### src/hw/rtl/assert_macros.svh
// Assertion helpers shared by the RTL
`ifndef ASSERT_MACROS_SVH
`define ASSERT_MACROS_SVH

`ifndef NO_ASSERTIONS

`define ASSERT_PROP(label, clk, rst, prop) \
   label: assert property (@(posedge clk) disable iff (rst) prop) \
      else $error("%m: assertion failed");

`define ASSERT_NEVER(label, clk, rst, expr) \
   label: assert property (@(posedge clk) disable iff (rst) !(expr)) \
      else $error("%m: forbidden condition seen");

`else

`define ASSERT_PROP(label, clk, rst, prop)

`define ASSERT_NEVER(label, clk, rst, expr)

`endif

`endif

### src/hw/rtl/cvtp_pkg.sv
package cvtp_pkg;

   localparam int LEN_W      = 6;
   localparam int CMDQ_DEPTH = 4;

   typedef enum logic [2:0] {
      KIND_NAME  = 3'd0,
      KIND_VALUE = 3'd1,
      KIND_PAIR  = 3'd2,
      KIND_END   = 3'd3,
      KIND_ERR   = 3'd4,
      KIND_HDR   = 3'd5
   } kind_type;

   typedef enum logic [1:0] {
      OP_EMIT  = 2'd0,
      OP_STORE = 2'd1,
      OP_NAME  = 2'd2,
      OP_ABORT = 2'd3
   } op_type;

   // len doubles as the store index for OP_STORE
   typedef struct packed {
      op_type             op;
      kind_type           kind;
      logic [7:0]         chr;
      logic [LEN_W-1:0]   len;
      logic               esc;
      logic               pair;
   } cmd_type;

endpackage

### src/hw/rtl/cvtp_front.sv
`include "assert_macros.svh"

module cvtp_front
   import cvtp_pkg::*;
#(
   parameter int NAME_MAX = 32
) (
   input  logic       clock,
   input  logic       reset,
   input  logic       req_push,
   input  logic [7:0] req_text_byte,
   input  logic       q_full,
   output logic       q_push,
   output cmd_type    q_cmd
);

   localparam logic [7:0] CH_NUL    = 8'h00;
   localparam logic [7:0] CH_LF     = 8'h0a;
   localparam logic [7:0] CH_DQUOTE = 8'h22;
   localparam logic [7:0] CH_HASH   = 8'h23;
   localparam logic [7:0] CH_SQUOTE = 8'h27;
   localparam logic [7:0] CH_LPAREN = 8'h28;
   localparam logic [7:0] CH_RPAREN = 8'h29;
   localparam logic [7:0] CH_DASH   = 8'h2d;
   localparam logic [7:0] CH_EQ     = 8'h3d;
   localparam logic [7:0] CH_BSLASH = 8'h5c;

   localparam int KW_COUNT = 4;
   localparam logic [3:0] KW_LEN [KW_COUNT] = '{4'd7, 4'd7, 4'd5, 4'd8};
   localparam logic [7:0] KW_TEXT [KW_COUNT][8] = '{
      '{8'h74, 8'h79, 8'h70, 8'h65, 8'h73, 8'h65, 8'h74, 8'h00},   // typeset
      '{8'h69, 8'h6e, 8'h74, 8'h65, 8'h67, 8'h65, 8'h72, 8'h00},   // integer
      '{8'h66, 8'h6c, 8'h6f, 8'h61, 8'h74, 8'h00, 8'h00, 8'h00},   // float
      '{8'h63, 8'h6f, 8'h6d, 8'h70, 8'h6f, 8'h75, 8'h6e, 8'h64}    // compound
   };

   typedef enum logic [2:0] {
      PH_HDR, PH_PAIR, PH_NAME, PH_TSKIP, PH_TOPT, PH_VALUE, PH_DONE, PH_ERR
   } phase_type;

   typedef enum logic [1:0] {
      Q_NONE, Q_SINGLE, Q_DOUBLE
   } quote_type;

   function automatic logic is_ws(logic [7:0] c);
      return (c == 8'h20) || (c >= 8'h09 && c <= 8'h0d);
   endfunction

   function automatic logic is_alpha(logic [7:0] c);
      return (c >= 8'h61 && c <= 8'h7a) || (c >= 8'h41 && c <= 8'h5a);
   endfunction

   function automatic logic is_alnum(logic [7:0] c);
      return is_alpha(c) || (c >= 8'h30 && c <= 8'h39);
   endfunction

   phase_type              phase_ff, phase_in;
   quote_type              quote_ff, quote_in;
   logic                   comment_ff, comment_in;
   logic                   esc_ff, esc_in;
   logic [LEN_W-1:0]       name_len_ff, name_len_in;
   logic [KW_COUNT-1:0]    kw_ff, kw_in;

   logic                   accept;
   logic                   do_start;
   logic                   do_fail;
   logic                   is_kw;
   logic [7:0]             c;

   assign accept = req_push && !q_full;
   assign c      = req_text_byte;

   always_comb begin
      is_kw = 1'b0;
      for (int k = 0; k < KW_COUNT; k++) begin
         if (kw_ff[k] && name_len_ff == LEN_W'(KW_LEN[k])) is_kw = 1'b1;
      end
   end

   always_comb begin
      phase_in    = phase_ff;
      quote_in    = quote_ff;
      comment_in  = comment_ff;
      esc_in      = esc_ff;
      name_len_in = name_len_ff;
      kw_in       = kw_ff;
      do_start    = 1'b0;
      do_fail     = 1'b0;
      q_push      = 1'b0;
      q_cmd.op    = OP_EMIT;
      q_cmd.kind  = KIND_ERR;
      q_cmd.chr   = 8'h00;
      q_cmd.len   = '0;
      q_cmd.esc   = 1'b0;
      q_cmd.pair  = 1'b0;

      if (accept) begin
         if (c == CH_NUL) begin
            unique case (phase_ff) inside
               PH_HDR, PH_DONE, PH_ERR: begin
               end
               PH_VALUE: begin
                  q_push     = 1'b1;
                  q_cmd.op   = OP_ABORT;
                  q_cmd.esc  = esc_ff;
                  q_cmd.pair = (quote_ff == Q_NONE);
               end
               default: begin
                  q_push = 1'b1;
               end
            endcase
            phase_in    = PH_HDR;
            comment_in  = 1'b0;
            quote_in    = Q_NONE;
            esc_in      = 1'b0;
            name_len_in = '0;
         end else begin
            unique case (phase_ff) inside
               PH_HDR, PH_PAIR: begin
                  if (comment_ff) begin
                     if (c == CH_LF) comment_in = 1'b0;
                  end else if (is_ws(c)) begin
                  end else if (c == CH_HASH) begin
                     comment_in = 1'b1;
                  end else if (phase_ff == PH_HDR) begin
                     if (c == CH_LPAREN) begin
                        q_push     = 1'b1;
                        q_cmd.kind = KIND_HDR;
                        phase_in   = PH_PAIR;
                     end else begin
                        do_fail = 1'b1;
                     end
                  end else if (c == CH_RPAREN) begin
                     q_push     = 1'b1;
                     q_cmd.kind = KIND_END;
                     phase_in   = PH_DONE;
                  end else begin
                     do_start = 1'b1;
                  end
               end
               PH_NAME: begin
                  if (is_alnum(c)) begin
                     if (name_len_ff >= LEN_W'(NAME_MAX)) begin
                        do_fail = 1'b1;
                     end else begin
                        q_push      = 1'b1;
                        q_cmd.op    = OP_STORE;
                        q_cmd.chr   = c;
                        q_cmd.len   = name_len_ff;
                        name_len_in = name_len_ff + LEN_W'(1);
                        for (int k = 0; k < KW_COUNT; k++) begin
                           kw_in[k] = kw_ff[k] && (name_len_ff < LEN_W'(KW_LEN[k])) &&
                                      (c == KW_TEXT[k][name_len_ff[2:0]]);
                        end
                     end
                  end else if (c == CH_EQ) begin
                     q_push    = 1'b1;
                     q_cmd.op  = OP_NAME;
                     q_cmd.len = name_len_ff;
                     phase_in  = PH_VALUE;
                     quote_in  = Q_NONE;
                     esc_in    = 1'b0;
                  end else if (is_ws(c) && is_kw) begin
                     phase_in = PH_TSKIP;
                  end else begin
                     do_fail = 1'b1;
                  end
               end
               PH_TSKIP: begin
                  if (is_ws(c)) begin
                  end else if (c == CH_DASH) begin
                     phase_in = PH_TOPT;
                  end else begin
                     do_start = 1'b1;
                  end
               end
               PH_TOPT: begin
                  if (is_alnum(c) || c == CH_DASH) begin
                  end else if (is_ws(c)) begin
                     phase_in = PH_TSKIP;
                  end else begin
                     do_fail = 1'b1;
                  end
               end
               PH_VALUE: begin
                  if (esc_ff) begin
                     esc_in     = 1'b0;
                     q_push     = 1'b1;
                     q_cmd.kind = KIND_VALUE;
                     q_cmd.chr  = c;
                  end else if (c == CH_BSLASH) begin
                     esc_in = 1'b1;
                  end else if (quote_ff == Q_SINGLE) begin
                     if (c == CH_SQUOTE) begin
                        quote_in = Q_NONE;
                     end else begin
                        q_push     = 1'b1;
                        q_cmd.kind = KIND_VALUE;
                        q_cmd.chr  = c;
                     end
                  end else if (quote_ff == Q_DOUBLE) begin
                     if (c == CH_DQUOTE) begin
                        quote_in = Q_NONE;
                     end else begin
                        q_push     = 1'b1;
                        q_cmd.kind = KIND_VALUE;
                        q_cmd.chr  = c;
                     end
                  end else if (is_ws(c)) begin
                     q_push      = 1'b1;
                     q_cmd.kind  = KIND_PAIR;
                     phase_in    = PH_PAIR;
                     comment_in  = 1'b0;
                     name_len_in = '0;
                  end else if (c == CH_DQUOTE) begin
                     quote_in = Q_DOUBLE;
                  end else if (c == CH_SQUOTE) begin
                     quote_in = Q_SINGLE;
                  end else begin
                     q_push     = 1'b1;
                     q_cmd.kind = KIND_VALUE;
                     q_cmd.chr  = c;
                  end
               end
               PH_DONE, PH_ERR: begin
               end
            endcase

            if (do_start) begin
               if (is_alpha(c)) begin
                  q_push      = 1'b1;
                  q_cmd.op    = OP_STORE;
                  q_cmd.chr   = c;
                  q_cmd.len   = '0;
                  name_len_in = LEN_W'(1);
                  phase_in    = PH_NAME;
                  for (int k = 0; k < KW_COUNT; k++) begin
                     kw_in[k] = (c == KW_TEXT[k][0]);
                  end
               end else begin
                  do_fail = 1'b1;
               end
            end

            if (do_fail) begin
               q_push     = 1'b1;
               q_cmd.op   = OP_EMIT;
               q_cmd.kind = KIND_ERR;
               q_cmd.chr  = 8'h00;
               phase_in   = PH_ERR;
            end
         end
      end
   end

   always_ff @(posedge clock) begin
      if (reset) begin
         phase_ff    <= PH_HDR;
         quote_ff    <= Q_NONE;
         comment_ff  <= 1'b0;
         esc_ff      <= 1'b0;
         name_len_ff <= '0;
         kw_ff       <= '0;
      end else begin
         phase_ff    <= phase_in;
         quote_ff    <= quote_in;
         comment_ff  <= comment_in;
         esc_ff      <= esc_in;
         name_len_ff <= name_len_in;
         kw_ff       <= kw_in;
      end
   end

   `ASSERT_PROP(a_len_bound, clock, reset, name_len_ff <= LEN_W'(NAME_MAX))
   `ASSERT_PROP(a_name_nonempty, clock, reset, (phase_ff == PH_NAME) |-> (name_len_ff != '0))

endmodule

### src/hw/rtl/cvtp_cmd_fifo.sv
`include "assert_macros.svh"

module cvtp_cmd_fifo
   import cvtp_pkg::*;
(
   input  logic    clock,
   input  logic    reset,
   input  logic    push,
   input  cmd_type push_data,
   output logic    full,
   input  logic    pop,
   output cmd_type pop_data,
   output logic    empty
);

   localparam int PTR_W = $clog2(CMDQ_DEPTH);
   localparam int CNT_W = $clog2(CMDQ_DEPTH + 1);

   cmd_type            entry_ff [CMDQ_DEPTH];
   logic [PTR_W-1:0]   wr_ptr_ff, rd_ptr_ff;
   logic [CNT_W-1:0]   count_ff;

   assign full     = (count_ff == CNT_W'(CMDQ_DEPTH));
   assign empty    = (count_ff == '0);
   assign pop_data = entry_ff[rd_ptr_ff];

   always_ff @(posedge clock) begin
      if (reset) begin
         wr_ptr_ff <= '0;
         rd_ptr_ff <= '0;
         count_ff  <= '0;
      end else begin
         if (push) wr_ptr_ff <= wr_ptr_ff + PTR_W'(1);
         if (pop)  rd_ptr_ff <= rd_ptr_ff + PTR_W'(1);
         case ({push, pop})
            2'b10:   count_ff <= count_ff + CNT_W'(1);
            2'b01:   count_ff <= count_ff - CNT_W'(1);
            default: count_ff <= count_ff;
         endcase
      end
      if (push) entry_ff[wr_ptr_ff] <= push_data;
   end

   `ASSERT_NEVER(a_no_overflow, clock, reset, push && full)
   `ASSERT_NEVER(a_no_underflow, clock, reset, pop && empty)

endmodule

### src/hw/rtl/cvtp_back.sv
`include "assert_macros.svh"

module cvtp_back
   import cvtp_pkg::*;
#(
   parameter int NAME_MAX = 32
) (
   input  logic       clock,
   input  logic       reset,
   input  logic       q_empty,
   input  cmd_type    q_cmd,
   output logic       q_pop,
   output logic       rsp_empty,
   input  logic       rsp_pop,
   output logic [2:0] rsp_kind,
   output logic [7:0] rsp_char_out,
   output logic       rsp_last_of_run
);

   localparam int ADDR_W = $clog2(NAME_MAX);

   typedef enum logic [1:0] {
      ST_IDLE, ST_NAME_FETCH, ST_NAME_PUT, ST_ABORT
   } state_type;

   state_type          state_ff, state_in;
   logic               out_valid_ff, out_valid_in;
   kind_type           out_kind_ff, out_kind_in;
   logic [7:0]         out_chr_ff, out_chr_in;
   logic               out_last_ff, out_last_in;
   logic [LEN_W-1:0]   pos_ff, pos_in;
   logic [LEN_W-1:0]   len_ff, len_in;
   logic               esc_ff, esc_in;
   logic               pair_ff, pair_in;

   logic [7:0]         name_mem [NAME_MAX];
   logic [7:0]         rd_data_ff;
   logic               mem_we;
   logic               out_free;
   logic               name_last;

   assign out_free  = !out_valid_ff || rsp_pop;
   assign name_last = (pos_ff == len_ff - LEN_W'(1));

   always_comb begin
      state_in     = state_ff;
      out_valid_in = out_valid_ff && !rsp_pop;
      out_kind_in  = out_kind_ff;
      out_chr_in   = out_chr_ff;
      out_last_in  = out_last_ff;
      pos_in       = pos_ff;
      len_in       = len_ff;
      esc_in       = esc_ff;
      pair_in      = pair_ff;
      q_pop        = 1'b0;
      mem_we       = 1'b0;

      unique case (state_ff)
         ST_IDLE: begin
            if (!q_empty) begin
               unique case (q_cmd.op)
                  OP_STORE: begin
                     q_pop  = 1'b1;
                     mem_we = 1'b1;
                  end
                  OP_EMIT: begin
                     if (out_free) begin
                        q_pop        = 1'b1;
                        out_valid_in = 1'b1;
                        out_kind_in  = q_cmd.kind;
                        out_chr_in   = q_cmd.chr;
                        out_last_in  = 1'b1;
                     end
                  end
                  OP_NAME: begin
                     q_pop    = 1'b1;
                     len_in   = q_cmd.len;
                     pos_in   = '0;
                     state_in = ST_NAME_FETCH;
                  end
                  OP_ABORT: begin
                     q_pop    = 1'b1;
                     esc_in   = q_cmd.esc;
                     pair_in  = q_cmd.pair;
                     state_in = ST_ABORT;
                  end
               endcase
            end
         end
         ST_NAME_FETCH: begin
            state_in = ST_NAME_PUT;
         end
         ST_NAME_PUT: begin
            if (out_free) begin
               out_valid_in = 1'b1;
               out_kind_in  = KIND_NAME;
               out_chr_in   = rd_data_ff;
               out_last_in  = name_last;
               if (name_last) begin
                  state_in = ST_IDLE;
               end else begin
                  pos_in   = pos_ff + LEN_W'(1);
                  state_in = ST_NAME_FETCH;
               end
            end
         end
         ST_ABORT: begin
            if (out_free) begin
               out_valid_in = 1'b1;
               if (esc_ff) begin
                  out_kind_in = KIND_VALUE;
                  out_chr_in  = 8'h5c;
                  out_last_in = 1'b0;
                  esc_in      = 1'b0;
               end else if (pair_ff) begin
                  out_kind_in = KIND_PAIR;
                  out_chr_in  = 8'h00;
                  out_last_in = 1'b0;
                  pair_in     = 1'b0;
               end else begin
                  out_kind_in = KIND_ERR;
                  out_chr_in  = 8'h00;
                  out_last_in = 1'b1;
                  state_in    = ST_IDLE;
               end
            end
         end
      endcase
   end

   always_ff @(posedge clock) begin
      if (reset) begin
         state_ff     <= ST_IDLE;
         out_valid_ff <= 1'b0;
      end else begin
         state_ff     <= state_in;
         out_valid_ff <= out_valid_in;
      end
      out_kind_ff <= out_kind_in;
      out_chr_ff  <= out_chr_in;
      out_last_ff <= out_last_in;
      pos_ff      <= pos_in;
      len_ff      <= len_in;
      esc_ff      <= esc_in;
      pair_ff     <= pair_in;
   end

   always_ff @(posedge clock) begin
      if (mem_we) name_mem[q_cmd.len[ADDR_W-1:0]] <= q_cmd.chr;
      rd_data_ff <= name_mem[pos_ff[ADDR_W-1:0]];
   end

   assign rsp_empty       = !out_valid_ff;
   assign rsp_kind        = out_kind_ff;
   assign rsp_char_out    = out_chr_ff;
   assign rsp_last_of_run = out_last_ff;

   `ASSERT_PROP(a_name_pos, clock, reset, (state_ff == ST_NAME_PUT) |-> (pos_ff < len_ff))

endmodule

### src/hw/rtl/compound_variable_text_parser_core.sv
// Channel   Handshake        Payload
// req_      push / full      text_byte[7:0]
// rsp_      pop / empty      kind[2:0], char_out[7:0], last_of_run
//
// One text byte is taken per cycle while the 4-entry command queue has room.
// A byte yields at most one result, except '=' and a zero byte in a value: the
// buffered name leaves the back end one character at a time (name RAM read),
// and a zero byte gives up to three results, one per cycle while popped.
// Reset is synchronous; the name RAM is not cleared. full follows the queue,
// so a stalled result side backs up into req_full once four commands wait.
module compound_variable_text_parser_core
   import cvtp_pkg::*;
#(
   parameter int NAME_MAX = 32
) (
   input  logic       clock,
   input  logic       reset,
   input  logic       req_push,
   output logic       req_full,
   input  logic [7:0] req_text_byte,
   output logic       rsp_empty,
   input  logic       rsp_pop,
   output logic [2:0] rsp_kind,
   output logic [7:0] rsp_char_out,
   output logic       rsp_last_of_run
);

   logic    q_push, q_pop, q_full, q_empty;
   cmd_type q_wr_cmd, q_rd_cmd;

   assign req_full = q_full;

   cvtp_front #(
      .NAME_MAX(NAME_MAX)
   ) u_front (
      .clock         (clock),
      .reset         (reset),
      .req_push      (req_push),
      .req_text_byte (req_text_byte),
      .q_full        (q_full),
      .q_push        (q_push),
      .q_cmd         (q_wr_cmd)
   );

   cvtp_cmd_fifo u_fifo (
      .clock     (clock),
      .reset     (reset),
      .push      (q_push),
      .push_data (q_wr_cmd),
      .full      (q_full),
      .pop       (q_pop),
      .pop_data  (q_rd_cmd),
      .empty     (q_empty)
   );

   cvtp_back #(
      .NAME_MAX(NAME_MAX)
   ) u_back (
      .clock           (clock),
      .reset           (reset),
      .q_empty         (q_empty),
      .q_cmd           (q_rd_cmd),
      .q_pop           (q_pop),
      .rsp_empty       (rsp_empty),
      .rsp_pop         (rsp_pop),
      .rsp_kind        (rsp_kind),
      .rsp_char_out    (rsp_char_out),
      .rsp_last_of_run (rsp_last_of_run)
   );

endmodule

### config.mk
export PLATFORM = sky130hd
export DESIGN_NAME = compound_variable_text_parser_core
export DESIGN_NICKNAME = d
export VERILOG_FILES = /design/src/hw/rtl/cvtp_pkg.sv /design/src/hw/rtl/cvtp_front.sv /design/src/hw/rtl/cvtp_cmd_fifo.sv /design/src/hw/rtl/cvtp_back.sv /design/src/hw/rtl/compound_variable_text_parser_core.sv
export VERILOG_INCLUDE_DIRS = /design/src /design/src/hw/rtl
export SDC_FILE = /design/constraint.sdc
export NUM_CORES = 1
export LEC_CHECK = 0
export ABC_AREA = 1
export BUFFER_PORTS_ARGS = -buffer_cell sky130_fd_sc_hd__buf_4
export CORE_MARGIN = 5
export CORE_UTILIZATION = 25
export CTS_CLUSTER_SIZE = 28
export DETAILED_ROUTE_END_ITERATION = 12
export PLACE_DENSITY_LB_ADDON = 0.12
export SETUP_SLACK_MARGIN = 0.15
export SKIP_LAST_GASP = 1
export SLEW_MARGIN = 20
export SYNTH_ARGS = -nofsm -noshare
export SYNTH_HDL_FRONTEND = slang
export SYNTH_SLANG_ARGS = --single-unit
### constraint.sdc
create_clock -name clock -period 5.5 [get_ports clock]
set_clock_uncertainty 0.2 [all_clocks]
set_input_delay 1.1 -clock clock [delete_from_list [all_inputs] [get_ports clock]]
set_output_delay 1.1 -clock clock [all_outputs]
set_load 0.05 [all_outputs]
# After elaboration in Yosys (flattened, before gate mapping)
# Memory sizes are Yosys's and may differ from the RTL's. A register that Yosys moved wholly into a read port is not among the register bits.
# Cells that the tools add are included.
[word_totals]
output_inout_bits = 14
elab_cells = 400
inputBits = 12
mem_count = 6
mem_bits_rw = 340
romBits = 256
regBits = 53
[op_classes]
bitwise_logic = 3
n_eq_ne = 62
reduce_logical = 53
order_cmp = 13
n_addsub = 7
mux = 238
[mem_list]
columns = ["memory", "words", "width", "rd", "rd_ports_with_merged_regs", "write_ports", "line_no", "text"]
rows = [
  ["u_back.name_mem", 32, 8, 1, 1, 1, "cvtp_back.sv:36", "logic [7:0] name_mem [NAME_MAX];"],
  ["u_fifo.entry_ff", 4, 21, 1, 1, 1, "cvtp_cmd_fifo.sv:19", "cmd_type entry_ff [CMDQ_DEPTH];"],
  ["(no name shown)", 8, 8, 1, 0, 0, "cvtp_front.sv:153", "(c == KW_TEXT[k][name_len_ff[2:0]]);"],
  ["(no name shown)", 8, 8, 1, 0, 0, "cvtp_front.sv:153", ""],
  ["(no name shown)", 8, 8, 1, 0, 0, "cvtp_front.sv:153", ""],
  ["(no name shown)", 8, 8, 1, 0, 0, "cvtp_front.sv:153", ""],
]
[ops]
columns = ["cell", "count"]
rows = [
  ["8-bit 2-to-1 mux", 15],
  ["11-bit 2-to-1 mux", 10],
  ["3-bit 2-to-1 mux", 35],
  ["6-bit 2-to-1 mux", 17],
  ["14-bit 2-to-1 mux", 7],
  ["1-bit 2-to-1 mux", 96],
  ["8-bit by 6-bit equality test with 1-bit output, second input constant", 8],
  ["2-bit 2-to-1 mux", 28],
  ["8-bit by 7-bit equality test with 1-bit output, second input constant", 5],
  ["8-bit equality test", 4],
  ["6-bit case mux with 2 select lines", 2],
  ["8-bit case mux with 3 select lines", 1],
  ["21-bit 2-to-1 mux", 1],
  ["4-bit 2-to-1 mux", 5],
  ["1-bit logical AND", 19],
  ["17-bit 2-to-1 mux", 1],
  ["8-bit by 7-bit >= comparator with 1-bit output, second input constant", 2],
  ["8-bit by 7-bit less-or-equal comparator with 1-bit output, second input constant", 2],
  ["8-bit case mux with 2 select lines", 1],
  ["3-bit equality test, second input constant", 5],
  ["3-bit by 2-bit inequality test with 1-bit output, second input constant", 5],
  ["3-bit case mux with 5 select lines", 1],
  ["2-bit inequality test, second input constant", 7],
  ["1-bit case mux with 2 select lines", 7],
  ["52 further kinds", 92],
]

# Logic depth before layout (Yosys ltp)
[logic_depth]
word_depth = 20
depth_mapped = 21

# By module
# Synthesis repeated with hierarchy kept, for this count alone.
[hier_totals]
hier_cells = 1970
area_unflattened_um2 = 19007.0
[by_module_without_submodules]
columns = ["module", "seq_area_each_um2", "cells_each", "area_per_inst_um2", "instances"]
rows = [
  ["cvtp_back", 8688.3, 1214, 12624.6, 1],
  ["cvtp_cmd_fifo", 2702.6, 262, 3612.2, 1],
  ["cvtp_front", 340.3, 494, 2770.2, 1],
]

# Worst setup path after synthesis
# Ideal clock, no wire load.
[synth_timing]
path_kind = "input to register"
startpoint = "input req_text_byte[1]"
endpoint = "memory u_fifo.entry_ff[0][0] (netlist name) (enable)"
required_ns = 4.901
setup_slack_ns = 1.713
path_buffers = 2
stages = 15
t_arrival_ns = 3.188
cell_sequence = "buf_4 inv_4 nand2_2 nand2_1 nand2_1 nand2_1 nand2_1 buf_6 nor2_1 nand3_1 nand3_1 nor2_1 nand2_2 nand2_2 nor2_1"
[synth_between]
elab_chain_cells = 17
[synth_rtl]
columns = ["item", "line_no", "text"]
rows = [
  ["from (decl)", "compound_variable_text_parser_core.sv:20", "input logic [7:0] req_text_byte,"],
  ["8-bit by 4-bit >= comparator with 1-bit output, or another cell as far along", "cvtp_front.sv:46", "return (c == 8'h20) || (c >= 8'h09 && c <= 8'h0d);"],
  ["1-bit logical AND or 1-bit 2-to-1 mux (tied branches)", "cvtp_front.sv:46, cvtp_front.sv:133", ""],
  ["1-bit logical OR or 1-bit 2-to-1 mux (tied branches)", "cvtp_front.sv:46, cvtp_front.sv:125", ""],
  ["1-bit logical AND or 1-bit 2-to-1 mux (tied branches)", "cvtp_front.sv:163, cvtp_front.sv:123", ""],
  ["1-bit 2-to-1 mux (on tied branches)", "cvtp_front.sv:163, cvtp_front.sv:122", ""],
  ["1-bit 2-to-1 mux (on tied branches)", "cvtp_front.sv:156, cvtp_front.sv:120", ""],
  ["1-bit 2-to-1 mux or 1-bit case mux with 2 select lines (tied branches)", "cvtp_front.sv:142, cvtp_front.sv:118", ""],
  ["1-bit case mux with 3 select lines or 1-bit 2-to-1 mux (tied branches)", "cvtp_front.sv:118, cvtp_front.sv:98", ""],
  ["1-bit 2-to-1 mux (on tied branches)", "cvtp_front.sv:230, cvtp_front.sv:97", ""],
  ["1-bit 2-to-1 mux", "cvtp_front.sv:229", "if (do_start) begin"],
  ["1-bit 2-to-1 mux", "cvtp_front.sv:98", "if (c == CH_NUL) begin"],
  ["1-bit 2-to-1 mux", "cvtp_front.sv:97", "if (accept) begin"],
  ["1-bit 2-to-1 mux", "cvtp_front.sv:245", "if (do_fail) begin"],
  ["1-bit 2-to-1 mux (*)", "cvtp_front.sv:98", ""],
  ["1-bit 2-to-1 mux (*)", "cvtp_front.sv:97", ""],
  ["1-bit 2-to-1 mux (*)", "cvtp_cmd_fifo.sv:41", "if (push) entry_ff[wr_ptr_ff] <= push_data;"],
  ["1-bit 2-to-1 mux (implied by the code) (*)", "cvtp_cmd_fifo.sv:41", ""],
  ["to (decl)", "cvtp_cmd_fifo.sv:19", ""],
]
# Mark *: on every way between the ends. The rest lies on a longest branch, timed or not. The select of a mux whose other input is x is not followed.

# Worst setup path after layout
[layout_timing]
startpoint = "input req_text_byte[4]"
endpoint = "register u_fifo.count_ff[2]"
[layout_between]
elab_chain_cells = 17
[layout_rtl]
columns = ["item", "line_no", "text"]
rows = [
  ["8-bit by 4-bit >= comparator with 1-bit output, or another cell as far along", "cvtp_front.sv:46", ""],
  ["1-bit logical AND or 1-bit 2-to-1 mux (tied branches)", "cvtp_front.sv:46, cvtp_front.sv:133", ""],
  ["1-bit logical OR or 1-bit 2-to-1 mux (tied branches)", "cvtp_front.sv:46, cvtp_front.sv:125", ""],
  ["1-bit logical AND or 1-bit 2-to-1 mux (tied branches)", "cvtp_front.sv:163, cvtp_front.sv:123", ""],
  ["1-bit 2-to-1 mux (on tied branches)", "cvtp_front.sv:163, cvtp_front.sv:122", ""],
  ["1-bit 2-to-1 mux (on tied branches)", "cvtp_front.sv:156, cvtp_front.sv:120", ""],
  ["1-bit 2-to-1 mux or 1-bit case mux with 2 select lines (tied branches)", "cvtp_front.sv:142, cvtp_front.sv:118", ""],
  ["1-bit case mux with 3 select lines or 1-bit 2-to-1 mux (tied branches)", "cvtp_front.sv:118, cvtp_front.sv:98", ""],
  ["1-bit 2-to-1 mux (on tied branches)", "cvtp_front.sv:230, cvtp_front.sv:97", ""],
  ["1-bit 2-to-1 mux", "cvtp_front.sv:229", ""],
  ["1-bit 2-to-1 mux", "cvtp_front.sv:98", ""],
  ["1-bit 2-to-1 mux", "cvtp_front.sv:97", ""],
  ["1-bit 2-to-1 mux", "cvtp_front.sv:245", ""],
  ["1-bit 2-to-1 mux (*)", "cvtp_front.sv:98", ""],
  ["1-bit 2-to-1 mux (*)", "cvtp_front.sv:97", ""],
  ["2-bit by 1-bit equality test with 1-bit output or 2-bit equality test (tied branches)", "cvtp_cmd_fifo.sv:35", "case ({push, pop})"],
  ["3-bit case mux with 2 select lines or 2-bit nonzero test (tied branches)", "n/a", ""],
  ["to (signal assigned)", "cvtp_cmd_fifo.sv:36", "2'b10: count_ff <= count_ff + CNT_W'(1);"],
  ["to (signal assigned)", "cvtp_cmd_fifo.sv:37", "2'b01: count_ff <= count_ff - CNT_W'(1);"],
  ["to (signal assigned)", "cvtp_cmd_fifo.sv:38", "default: count_ff <= count_ff;"],
  ["to (decl)", "cvtp_cmd_fifo.sv:21", "logic [CNT_W-1:0] count_ff;"],
]
# Marks and branches as above.
# A chain may end at the register's enable or synchronous reset.

==> reports/results.ini <==
[clocking]
cts_resized=0
postCtsSetupRepairBufs=0
numCtsBuffers=47
clk_latency_ns=0.59
root_buffer=clkbuf_16
clock-sinks=403
cts_max_path_buffers=3
cts_tree=done
postCtsHoldBufs=0
htree_num_levels=2
path_clk_slew_ns=0.05

[placement]
post-dp-hpwl_um=35700
portBuffers=25
gp_congestion=0.846
preCtsSetupSlack_ns=1.02
place_area_mm2=0.0195

[critical_path]
slowest_delay_ns=0.45
worstPathCellList=buf_4, inv_6, nand2_2, nor2_2, buf_4, nand2_1, nand2_1, inv_1, nand3_1, nand3_1, nor2_1, nand2_2, nand2_2, ha_1, inv_1, fa_1, a21oi_1, o21ai_0, o21ai_0, a21oi_1
crit_type=in2reg
crit_path_frequent_cell=nand2_2
crit_fanout=11
crit_slowest_cell=fa_1
r2r_start=u_front.name_len_ff[0]
cp-startpoint=req_text_byte[4]
crit_arrival_ns=4.14
r2r_slack_ns=1.90
endpoint=u_fifo.count_ff[2]
cp_data_required_time_ns=5.77
rr_endpoint=u_fifo.count_ff[2]
worstRegToRegCells=20
worstSetupStartpointType=input port
cp-end-kind=flip-flop

[timing]
fin_tns_setup_ns=0
setup_viol=0
finalMaxSlewViolations=0
maxSlewHeadroom=0.270
max_freq_mhz=258
worst_slack_ns=1.63
tightest_slew_ns=1.09
rsz0062_at_grt=false
finalHoldViolCount=0
fin_crit_ns=3.87
fin_crit_sh=0.704

[yosys]
syn_area_per_cell_um2=10.5
synth_warnings=0
synth-edff-count=366
synth_nets=1740
synth.ff_latch_count=403
syn_area_mm2=0.0180
syn_inst=1707
synth.distinct_cells=48
synth_top_area_frac=0.611
yosysTopAreaCell=edfxtp_1
synth_ff_type=edfxtp_1
synth_area_leaders=edfxtp_1, nor2_1, nand2_1
async_flop_share=0
yosysSeqAreaShare=0.652

[route]
drt-initial-drc-count=833
avgViaCountPerCell=4.62
drc=0
finalWirelength_um=55600
wl_per_cell_um=20.2
drtAntennaViolNets=0
num_vias=12700
dr.pass1.iters=5

[floorplanning]
die-area_mm2=0.0775
fp.dieW_um=278
core-area_mm2=0.0715
start_util=0.252
io_pins=26
die_y_um=278
fp-row-count=98

[cells_and_area]
final_nets=1792
multi_input_comb_area_mm2=0.00548
post-route-util=0.295
nFillCells=7485
register_area_mm2=0.0117
fin_area_mm2=0.0211
antenna_cells=0
drive_above_1_share=0.115
syn_to_final_growth_pct=17.0

[global_route]
grt_first_pass_wirelength_um=83400
track_usage=0.141
first_global_vias=12800
antenna_found_initial=1
overflow=0
grt_start_max_net_pins=73

[worst_hold_path]
hold_path_class=reg2reg
min_path_cells=1

[flow_run]
drv_cap=0

[power]
fin_total_pwr_mw=10.8
cellLeakagePower_nw=7.42
ir_worst_vdd_uv=245
power.density_mw_per_mm2=513

[run_status]
status=complete, no violations

==> kinds of logic after synthesis <==
family / after synthesis / synth area share
flops: 403 / 0.652
buf+inv: 208 / 0.0474
compound gates: 360 / 0.115
fa+ha+maj: 21 / 0.0150
simple gates: 695 / 0.161
xor+xnor: 20 / 0.00973
==> critical path: cells and delay by family <==
family,cells,cell delay [ns]
compound gates,4,0.50
fa+ha+maj,2,0.61
buf+inv,5,0.66
simple gates,9,1.26
==> report_power, final <==
group | switching [mW] | total (mW) | internal, mW
clock network | 1.26 | 3.07 | 1.81
registers | 0.139 | 4.23 | 4.09
logic | 2.63 | 3.51 | 0.876
total | 4.03 | 10.8 | 6.77
==> worst min-delay path by stage <==
| stage | from | endpoint | slack, ns |
|---|---|---|---|
| after floorplan | u_fifo.count_ff[0] | u_fifo.count_ff[0] | 0.22 |
| after global placement | u_fifo.count_ff[0] | u_fifo.count_ff[0] | 0.24 |
| after detailed placement | u_fifo.count_ff[0] | u_fifo.count_ff[0] | 0.26 |
| after CTS | u_fifo.count_ff[0] | u_fifo.count_ff[0] | 0.26 |
| after global routing | u_front.kw_ff[2] | u_front.kw_ff[2] | 0.30 |
| final | u_fifo.count_ff[0] | u_fifo.count_ff[0] | 0.26 |
==> cell usage in the layout, fill, tap and decap left out, types with 15 or more instances in the layout <==
master,netlist,final
a21oi_1,51,50
o221ai_1,26,26
clkbuf_1,65,15
nand2_1,257,257
nor3_1,23,23
nand3_1,96,96
dfxtp_1,37,37
clkbuf_16,0,47
xor2_1,16,16
inv_1,107,105
buf_4,4,90
edfxtp_1,366,366
o21ai_0,192,192
nor2_1,274,269
ha_1,20,20
nand4_1,17,17
o22ai_1,49,41
==> synthesized netlist by cell type (2+ instances only) <==
| cell | instances |
|---|---|
| nand2_2 | 10 |
| nor3_1 | 23 |
| nor4_1 | 2 |
| o22ai_1 | 49 |
| a31oi_1 | 2 |
| o31ai_1 | 3 |
| nand3_1 | 96 |
| buf_2 | 10 |
| edfxtp_1 | 366 |
| o221ai_1 | 26 |
| o211ai_1 | 9 |
| dfxtp_1 | 37 |
| nand4_1 | 17 |
| inv_2 | 9 |
| xor2_1 | 16 |
| clkbuf_1 | 65 |
| o21ai_1 | 10 |
| a22o_1 | 4 |
| inv_1 | 107 |
| nor2_2 | 7 |
| buf_6 | 5 |
| a32oi_1 | 5 |
| clkinv_1 | 3 |
| xnor2_1 | 4 |
| a21oi_1 | 51 |
| a221o_1 | 4 |
| buf_4 | 4 |
| or2_2 | 2 |
| nand2_1 | 257 |
| buf_1 | 3 |
| ha_1 | 20 |
| nor2_1 | 274 |
| o21ai_0 | 192 |
==> routing by layer <==
metal  global-route usage  up-vias  share of wire
li1                     -     6145              -
met1                0.187     6256           0.45
met2                0.237      219           0.48
met3               0.0224       76          0.038
met4               0.0423        2          0.030
met5                    0        -        0.00020
==> per-stage QoR <==
stage / cells / hold slack, ns
finish: 2746 / 0.261
global route: 2746 / 0.300
CTS: 2746 / 0.265
detailed placement: 2660 / 0.257
global placement: 2660 / 0.241
floorplan: 1707 / 0.222
==> area by class of cell <==
| cell class | instances | area share |
|---|---|---|
| Sequential cell | 403 | 0.557 |
| Multi-Input combinational cell | 1096 | 0.260 |
| Clock buffer | 68 | 0.0625 |
| Tap cell | 950 | 0.0565 |
| Timing Repair Buffer | 90 | 0.0321 |
| Inverter | 121 | 0.0220 |
| Clock inverter | 18 | 0.00951 |
==> registers in the layout (all words and copies together), names as in the netlist, 4 cells and up, named ones only <==
signal	flops
u_fifo.entry_ff	84
u_back.len_ff	6
u_back.rsp_char_out	8
u_front.kw_ff	4
u_back.pos_ff	6
u_back.rd_data_ff	8
u_front.name_len_ff	6
u_back.name_mem	256
(Power assumes the default switching activity.)
